`src/sv/ssls_pkg.sv`:
```
// ----------------------------------------------------------------------------
// ssls_pkg
// Types and constants shared by the servo slew limiter modules.
// ----------------------------------------------------------------------------
package ssls_pkg;

  // input beat
  typedef struct packed {
    logic        func;
    logic [15:0] target;
    logic [31:0] now_ms;
  } ssls_in_t;

  // result beat
  typedef struct packed {
    logic [15:0] pulse_width;
    logic        reached;
    logic        error;
  } ssls_out_t;

  // configuration registers
  typedef struct packed {
    logic [15:0] pos_min;
    logic [15:0] pos_max;
    logic [15:0] step_size;
    logic [15:0] step_interval_ms;
  } ssls_cfg_t;

  // architectural state carried from one call to the next
  typedef struct packed {
    logic [15:0] position;
    logic [31:0] last_move_ms;
    logic        sweep_up;
    logic        reached_flag;
    logic [15:0] sweep_point;
  } ssls_state_t;

  // mode codes
  localparam logic FUNC_SET   = 1'b0;
  localparam logic FUNC_SWEEP = 1'b1;

  // register indexes
  localparam int unsigned CfgIdxW = 2;
  localparam logic [CfgIdxW-1:0] CFG_POS_MIN       = 2'd0;
  localparam logic [CfgIdxW-1:0] CFG_POS_MAX       = 2'd1;
  localparam logic [CfgIdxW-1:0] CFG_STEP_SIZE     = 2'd2;
  localparam logic [CfgIdxW-1:0] CFG_STEP_INTERVAL = 2'd3;

  // reset values
  localparam logic [15:0] POS_MIN_RST       = 16'd1000;
  localparam logic [15:0] POS_MAX_RST       = 16'd2000;
  localparam logic [15:0] STEP_SIZE_RST     = 16'd20;
  localparam logic [15:0] STEP_INTERVAL_RST = 16'd20;
  localparam logic [15:0] POSITION_RST      = 16'd1500;
  localparam logic [15:0] SWEEP_POINT_RST   = 16'd1000;

endpackage

```
`src/sv/servo_slew_limiter_with_sweep.sv`:
```
// ----------------------------------------------------------------------------
// servo_slew_limiter_with_sweep
// Servo pulse-width slew limiter with an automatic sweep mode.
// ----------------------------------------------------------------------------
// Each input beat is one call: either a requested target pulse width or a
// sweep step, together with the current millisecond tick. A beat is held in
// an input register, evaluated by the step logic against the live state and
// written to the result register, so one call is taken every clock while the
// result channel does not stall, and the result is on the outputs once the
// input register has passed it into the result register. State is updated at
// the same edge the result is registered, so back-to-back calls always see the
// outcome of the call before. The result register frees itself as soon as its
// beat is taken; while it is stalled the input register holds one more beat
// and the input stalls after that. Configuration writes are expected only
// while no call is in flight.
// ----------------------------------------------------------------------------
module servo_slew_limiter_with_sweep (
  input  logic                                 clk,
  input  logic                                 rst_n,
  // input channel
  input  logic                                 in_valid,
  output logic                                 in_stall,
  input  ssls_pkg::ssls_in_t                   in_data,
  // result channel
  output logic                                 out_valid,
  input  logic                                 out_stall,
  output ssls_pkg::ssls_out_t                  out_data,
  // configuration port
  input  logic                                 cfg_we,
  input  logic [ssls_pkg::CfgIdxW-1:0]         cfg_index,
  input  logic [15:0]                          cfg_data
);
  import ssls_pkg::*;

  // configuration registers
  ssls_cfg_t   cfg_r;

  // architectural state
  ssls_state_t state_r;
  ssls_state_t state_nxt;

  // input register
  logic        s1_valid_r;
  ssls_in_t    s1_data_r;

  // result register
  logic        out_valid_r;
  ssls_out_t   out_data_r;
  ssls_out_t   result_nxt;

  logic        out_free;
  logic        s1_fire;
  logic        in_fire;

  // result slot can take a new beat when empty or being drained this cycle
  assign out_free = !out_valid_r || !out_stall;
  assign s1_fire  = s1_valid_r && out_free;
  // input register frees when empty or moving on
  assign in_stall = s1_valid_r && !out_free;
  assign in_fire  = in_valid && !in_stall;

  assign out_valid = out_valid_r;
  assign out_data  = out_data_r;

  // one call worth of logic
  ssls_step u_step (
    .cfg       (cfg_r),
    .state_cur (state_r),
    .item      (s1_data_r),
    .state_nxt (state_nxt),
    .result    (result_nxt)
  );

  // configuration writes
  always_ff @(posedge clk) begin
    if (!rst_n) begin
      cfg_r.pos_min          <= POS_MIN_RST;
      cfg_r.pos_max          <= POS_MAX_RST;
      cfg_r.step_size        <= STEP_SIZE_RST;
      cfg_r.step_interval_ms <= STEP_INTERVAL_RST;
    end else if (cfg_we) begin
      case (cfg_index)
        CFG_POS_MIN:       cfg_r.pos_min          <= cfg_data;
        CFG_POS_MAX:       cfg_r.pos_max          <= cfg_data;
        CFG_STEP_SIZE:     cfg_r.step_size        <= cfg_data;
        CFG_STEP_INTERVAL: cfg_r.step_interval_ms <= cfg_data;
        default: ;
      endcase
    end
  end

  // state commits when a call passes into the result register
  always_ff @(posedge clk) begin
    if (!rst_n) begin
      state_r.position     <= POSITION_RST;
      state_r.last_move_ms <= 32'd0;
      state_r.sweep_up     <= 1'b1;
      state_r.reached_flag <= 1'b0;
      state_r.sweep_point  <= SWEEP_POINT_RST;
    end else if (s1_fire) begin
      state_r <= state_nxt;
    end
  end

  // pipeline valid flags
  always_ff @(posedge clk) begin
    if (!rst_n) begin
      s1_valid_r  <= 1'b0;
      out_valid_r <= 1'b0;
    end else begin
      if (in_fire) begin
        s1_valid_r <= 1'b1;
      end else if (s1_fire) begin
        s1_valid_r <= 1'b0;
      end
      if (s1_fire) begin
        out_valid_r <= 1'b1;
      end else if (!out_stall) begin
        out_valid_r <= 1'b0;
      end
    end
  end

  // payload registers, no reset
  always_ff @(posedge clk) begin
    if (in_fire) begin
      s1_data_r <= in_data;
    end
    if (s1_fire) begin
      out_data_r <= result_nxt;
    end
  end

endmodule

```
`src/sv/ssls_step.sv`:
```
// ----------------------------------------------------------------------------
// ssls_step
// Next-state and result logic for one call: sweep advance, range check,
// slew-limited move.
// ----------------------------------------------------------------------------
module ssls_step (
  input  ssls_pkg::ssls_cfg_t   cfg,
  input  ssls_pkg::ssls_state_t state_cur,
  input  ssls_pkg::ssls_in_t    item,
  output ssls_pkg::ssls_state_t state_nxt,
  output ssls_pkg::ssls_out_t   result
);
  import ssls_pkg::*;

  logic [16:0] sweep_sum;
  logic [15:0] sweep_pt;
  logic        sweep_dir;
  logic [15:0] tgt;
  logic        err;
  logic [31:0] elapsed;
  logic        due;
  logic [15:0] gap;
  logic [15:0] delta;
  logic        going_down;

  // sweep point advance, only on a sweep call when the previous call found the target reached
  always_comb begin
    sweep_sum = {1'b0, state_cur.sweep_point} + {1'b0, cfg.step_size};
    sweep_pt  = state_cur.sweep_point;
    sweep_dir = state_cur.sweep_up;
    if (item.func == FUNC_SWEEP && state_cur.reached_flag) begin
      if (state_cur.sweep_up) begin
        sweep_pt = sweep_sum[16] ? 16'hFFFF : sweep_sum[15:0];
        if (sweep_pt >= cfg.pos_max) sweep_dir = 1'b0;
      end else begin
        sweep_pt = (state_cur.sweep_point > cfg.step_size) ?
                   (state_cur.sweep_point - cfg.step_size) : 16'd0;
        if (sweep_pt <= cfg.pos_min) sweep_dir = 1'b1;
      end
    end
  end

  assign tgt        = (item.func == FUNC_SWEEP) ? sweep_pt : item.target;
  assign err        = (tgt < cfg.pos_min) || (tgt > cfg.pos_max);
  assign elapsed    = item.now_ms - state_cur.last_move_ms;
  assign due        = elapsed > {16'd0, cfg.step_interval_ms};
  assign going_down = state_cur.position > tgt;
  assign gap        = going_down ? (state_cur.position - tgt) : (tgt - state_cur.position);
  assign delta      = (gap > cfg.step_size) ? cfg.step_size : gap;

  always_comb begin
    state_nxt             = state_cur;
    state_nxt.sweep_point = sweep_pt;
    state_nxt.sweep_up    = sweep_dir;
    if (!err) begin
      if (state_cur.position == tgt) begin
        state_nxt.reached_flag = 1'b1;
      end else begin
        state_nxt.reached_flag = 1'b0;
        if (due) begin
          state_nxt.last_move_ms = item.now_ms;
          state_nxt.position     = going_down ? (state_cur.position - delta) :
                                                (state_cur.position + delta);
        end
      end
    end
  end

  always_comb begin
    result.pulse_width = state_nxt.position;
    result.reached     = state_nxt.reached_flag;
    result.error       = err;
  end

endmodule
```
`config.mk`:
```
export PLATFORM = sky130hd
export DESIGN_NAME = servo_slew_limiter_with_sweep
export DESIGN_NICKNAME = d
export VERILOG_FILES = /design/src/sv/ssls_pkg.sv /design/src/sv/servo_slew_limiter_with_sweep.sv /design/src/sv/ssls_step.sv
export SDC_FILE = /design/constraint.sdc
export NUM_CORES = 1
export LEC_CHECK = 0
export ABC_AREA = 0
export BUFFER_PORTS_ARGS = -buffer_cell sky130_fd_sc_hd__buf_2
export CORE_MARGIN = 5
export CORE_UTILIZATION = 40
export CTS_BUF_LIST = sky130_fd_sc_hd__clkbuf_2
export DETAILED_ROUTE_END_ITERATION = 10
export GPL_ROUTABILITY_DRIVEN = 0
export PLACE_DENSITY_LB_ADDON = 0.05
export SYNTH_ARGS = -nofsm -noshare
export SYNTH_HDL_FRONTEND = slang
export SYNTH_SLANG_ARGS = --single-unit
```
`constraint.sdc`:
```
create_clock -name clk -period 12.7 [get_ports clk]
set_clock_uncertainty 0.1 [all_clocks]
set_input_delay 2.54 -clock clk [delete_from_list [all_inputs] [get_ports clk]]
set_output_delay 2.54 -clock clk [all_outputs]
set_load 0.05 [all_outputs]
```
==> flow_summary.json <==
{
  "rows": 73,
  "min_to": "cfg_r[59]",
  "peakVddDrop_uv": 207,
  "syn_nets": 2275,
  "grt_pass1_wl_um": 78100,
  "cap_violations": 0,
  "relSlewSlack_pct": 27.5,
  "min_period_ps": 11730,
  "cellPowerDensity_mw_per_mm2": 210,
  "clockBufferDepth": 2,
  "dieWidth_um": 211,
  "synth-async-reset-ratio_pct": 0,
  "holdCritPathClass": "flop to flop",
  "ys_warn_count": 0,
  "r2r_end": "out_data[17]",
  "avgSynthCellArea_um2": 8.17,
  "critical_path_class": "flop to flop",
  "hold_depth": 2,
  "grt_overflow": 0,
  "r2r_start": "cfg_r[16]",
  "antenna_found_initial": 3,
  "dp_hpwl_um": 39300,
  "worstPathRequired_ps": 13530,
  "grt_use_total_pct": 22.5,
  "r2r_setup_slack_ps": 970,
  "num-nets-final": 2319,
  "start_kind": "flop",
  "die_y_um": 211,
  "critPathArrivalTime_ps": 12560,
  "leakage_uw": 0.00757,
  "setup_violations": 0,
  "antenna_left": 0,
  "viasPerCell": 5.55,
  "syn-cell-area_mm2": 0.0162,
  "postSynthCellCount": 1987,
  "tns_ps": 0,
  "maxSlewViolCount": 0,
  "slowest_stage": "or4_1",
  "fin_area_mm2": 0.0175,
  "pin_count": 92,
  "first_pass_iters": 5,
  "root_buffer": "clkbuf_2",
  "synth.distinct_cells": 87,
  "min_from": "cfg_r[59]",
  "drc_errors": 0,
  "vias": 14300,
  "clk_latency_ps": 1120,
  "wire_per_inst_um": 19.5,
  "cts_tree": "built",
  "start_util_pct": 40.7,
  "crit_buf_inv": 2,
  "r2r_cells": 46,
  "synth-main-ff-cell": "dfxtp_1",
  "synth_edf_count": 67,
  "cts.htree.levels": 4,
  "area.growth.synth_to_final_pct": 7.82,
  "fmax_ghz": 0.0852,
  "clock-sinks": 199,
  "cpPeakStageDelay_ps": 650,
  "dieArea_mm2": 0.0447,
  "status": "finished, final reports clean",
  "worstSetupEndpointType": "flop",
  "drt-total-wl_um": 50200,
  "coreArea_mm2": 0.0399,
  "seq_area_frac_synth_pct": 28.7,
  "cpLargestDelayFamily": "compound AO/OA/AOI/OAI gates",
  "worst_pin_slew_ps": 1090,
  "cp_max_fo": 14,
  "port-buffer-count": 91,
  "drt_iter0_markers": 989,
  "drive_gt1_share_pct": 9.25,
  "synth-seq-cells": 199,
  "timing.final.crit_share_pct": 92.4,
  "hold_viol_final": 0,
  "grt_max_degree": 87,
  "place_area_mm2": 0.0171,
  "first_global_vias": 13800,
  "cp_common_cell": "a21oi_1",
  "cts_inserted_buffers": 17,
  "path_clk_slew_ps": 330,
  "rsz0062_at_grt": "false"
}
-- timing repair --
action / in CTS / in global routing
endpoints found under the setup margin: 0 / 8
hold buffers: 0 / 0
gates resized for setup: 0 / 3
buffers inserted: 0 / 1
-- area by class of cell --
| class | instances | area [µm²] |
|---|---|---|
| clock buffers | 17 | 85.1 |
| clock inverters | 15 | 256 |
| multi-input cells | 1538 | 10600 |
| fillers | 4052 | 22400 |
| well taps | 525 | 657 |
| inverters | 163 | 613 |
| repair buffers | 112 | 613 |
| flip-flops and latches | 199 | 4650 |
| diodes | 3 | 7.51 |
-- cell usage in the layout (no fill, tap or decap), types with 5 or more instances in the layout --
cell type / instances
o21bai_1: 17
or2_2: 6
fa_1: 6
a2111oi_0: 5
o21a_1: 28
a21oi_1: 202
a221o_1: 5
nand2b_1: 21
a21o_1: 61
inv_1: 161
and3_1: 13
o21ai_1: 9
ha_1: 210
or3_1: 9
nor2_1: 146
a211oi_1: 19
a211o_1: 7
nor2b_1: 15
nand4_1: 24
xor2_1: 30
mux2i_1: 71
edfxtp_1: 67
o21ai_0: 82
dfxtp_1: 132
nand3b_1: 7
o211ai_1: 31
buf_4: 21
mux2_2: 10
nor3_1: 28
clkbuf_2: 17
nand3_1: 42
buf_2: 91
and2_1: 13
a31oi_1: 17
xnor2_1: 49
nand2_1: 260
-- cells in the mapped netlist, drive strengths merged (5+ instances only) --
| cell type | instances | share of area [%] |
|---|---|---|
| a21oi | 205 | 6.5 |
| o211ai | 32 | 1.5 |
| a211o | 7 | 0.38 |
| nand4 | 25 | 1.0 |
| inv | 162 | 3.7 |
| or2 | 7 | 0.29 |
| xor2 | 30 | 1.6 |
| dfxtp | 132 | 16 |
| a211oi | 19 | 0.88 |
| nand2 | 262 | 6.1 |
| a221o | 5 | 0.31 |
| o21bai | 17 | 0.79 |
| nand3b | 7 | 0.32 |
| mux2i | 72 | 4.5 |
| a21o | 61 | 2.8 |
| xnor2 | 49 | 2.6 |
| nor3 | 29 | 0.92 |
| ha | 210 | 16 |
| nand3 | 42 | 1.3 |
| fa | 6 | 0.74 |
| nor2b | 16 | 0.62 |
| mux2 | 10 | 0.69 |
| nor4 | 5 | 0.29 |
| and3 | 13 | 0.50 |
| nor2 | 148 | 3.4 |
| a31oi | 19 | 0.86 |
| buf | 22 | 0.83 |
| or3 | 9 | 0.35 |
| clkbuf | 65 | 1.5 |
| a2111oi | 5 | 0.27 |
| nand2b | 21 | 0.81 |
| o21a | 28 | 1.3 |
| edfxtp | 67 | 12 |
| and2 | 13 | 0.50 |
| o21ai | 91 | 2.8 |
-- sequential cells by signal (all words and copies together), names as in the netlist --
register and cells:
out_data 18, s1_valid_r 1, cfg_r 64, out_valid 1, s1_data_r 49, state_r 66
-- report_power, final --
group / internal, µW / total, µW / leakage (µW) / switching, µW
logic: 984 / 2480 / 0.00566 / 1490
registers: 741 / 789 / 0.00172 / 47.4
clock network: 145 / 414 / 0.000192 / 269
-- cells by family (layout without fill, tap and decap cells) --
logic type	Yosys count	count (layout)	synth area share, %
compound gates	547	547	21.5
xor+xnor	79	79	4.26
fa+ha+maj	216	216	16.9
buf+inv	250	307	6.10
flops	199	199	28.7
mux	82	82	5.16
other cells	0	3	0
simple gates	614	614	17.3
-- how the worst max path moves through the flow --
stage                          from      endpoint  slack [ps]  cells past startpoint
after global routing      cfg_r[16]  out_data[17]          90                     49
after global placement    cfg_r[16]  out_data[17]        1020                     52
after detailed placement  cfg_r[16]  out_data[17]         770                     50
final                     cfg_r[16]  out_data[17]         970                     46
after floorplan           cfg_r[16]  out_data[17]        1900                     50
after CTS                 cfg_r[16]   state_r[65]         680                     50
-- tightest hold or removal path, cell delays in order (launching register included) --
cell and delay (ps):
dfxtp_1 380, nand2_1 50, a21oi_1 50
-- metal layers --
metal	global-route usage [%]	share of wire, %	up-vias
met2	36.9	47	336
met1	29.2	45	6722
met5	0	0.026	-
li1	-	-	7129
met4	9.40	3.6	2
met3	4.02	4.4	82
-- per-stage QoR --
step | hold slack, ps | cells | total power, µW | utilization (%) | setup slack [ps]
2_1_floorplan | 336 | 1987 | 2700 | - | 1900
3_3_place_gp | 344 | 2536 | 3250 | 43.0 | 1020
3_5_place_dp | 347 | 2536 | 3250 | 43.0 | 770
4_1_cts | 375 | 2568 | 3690 | 43.8 | 681
5_1_grt | 394 | 2572 | 4030 | 43.9 | 91.8
6_report | 373 | 2572 | 3680 | 43.9 | 969
(Power assumes the default switching activity.)
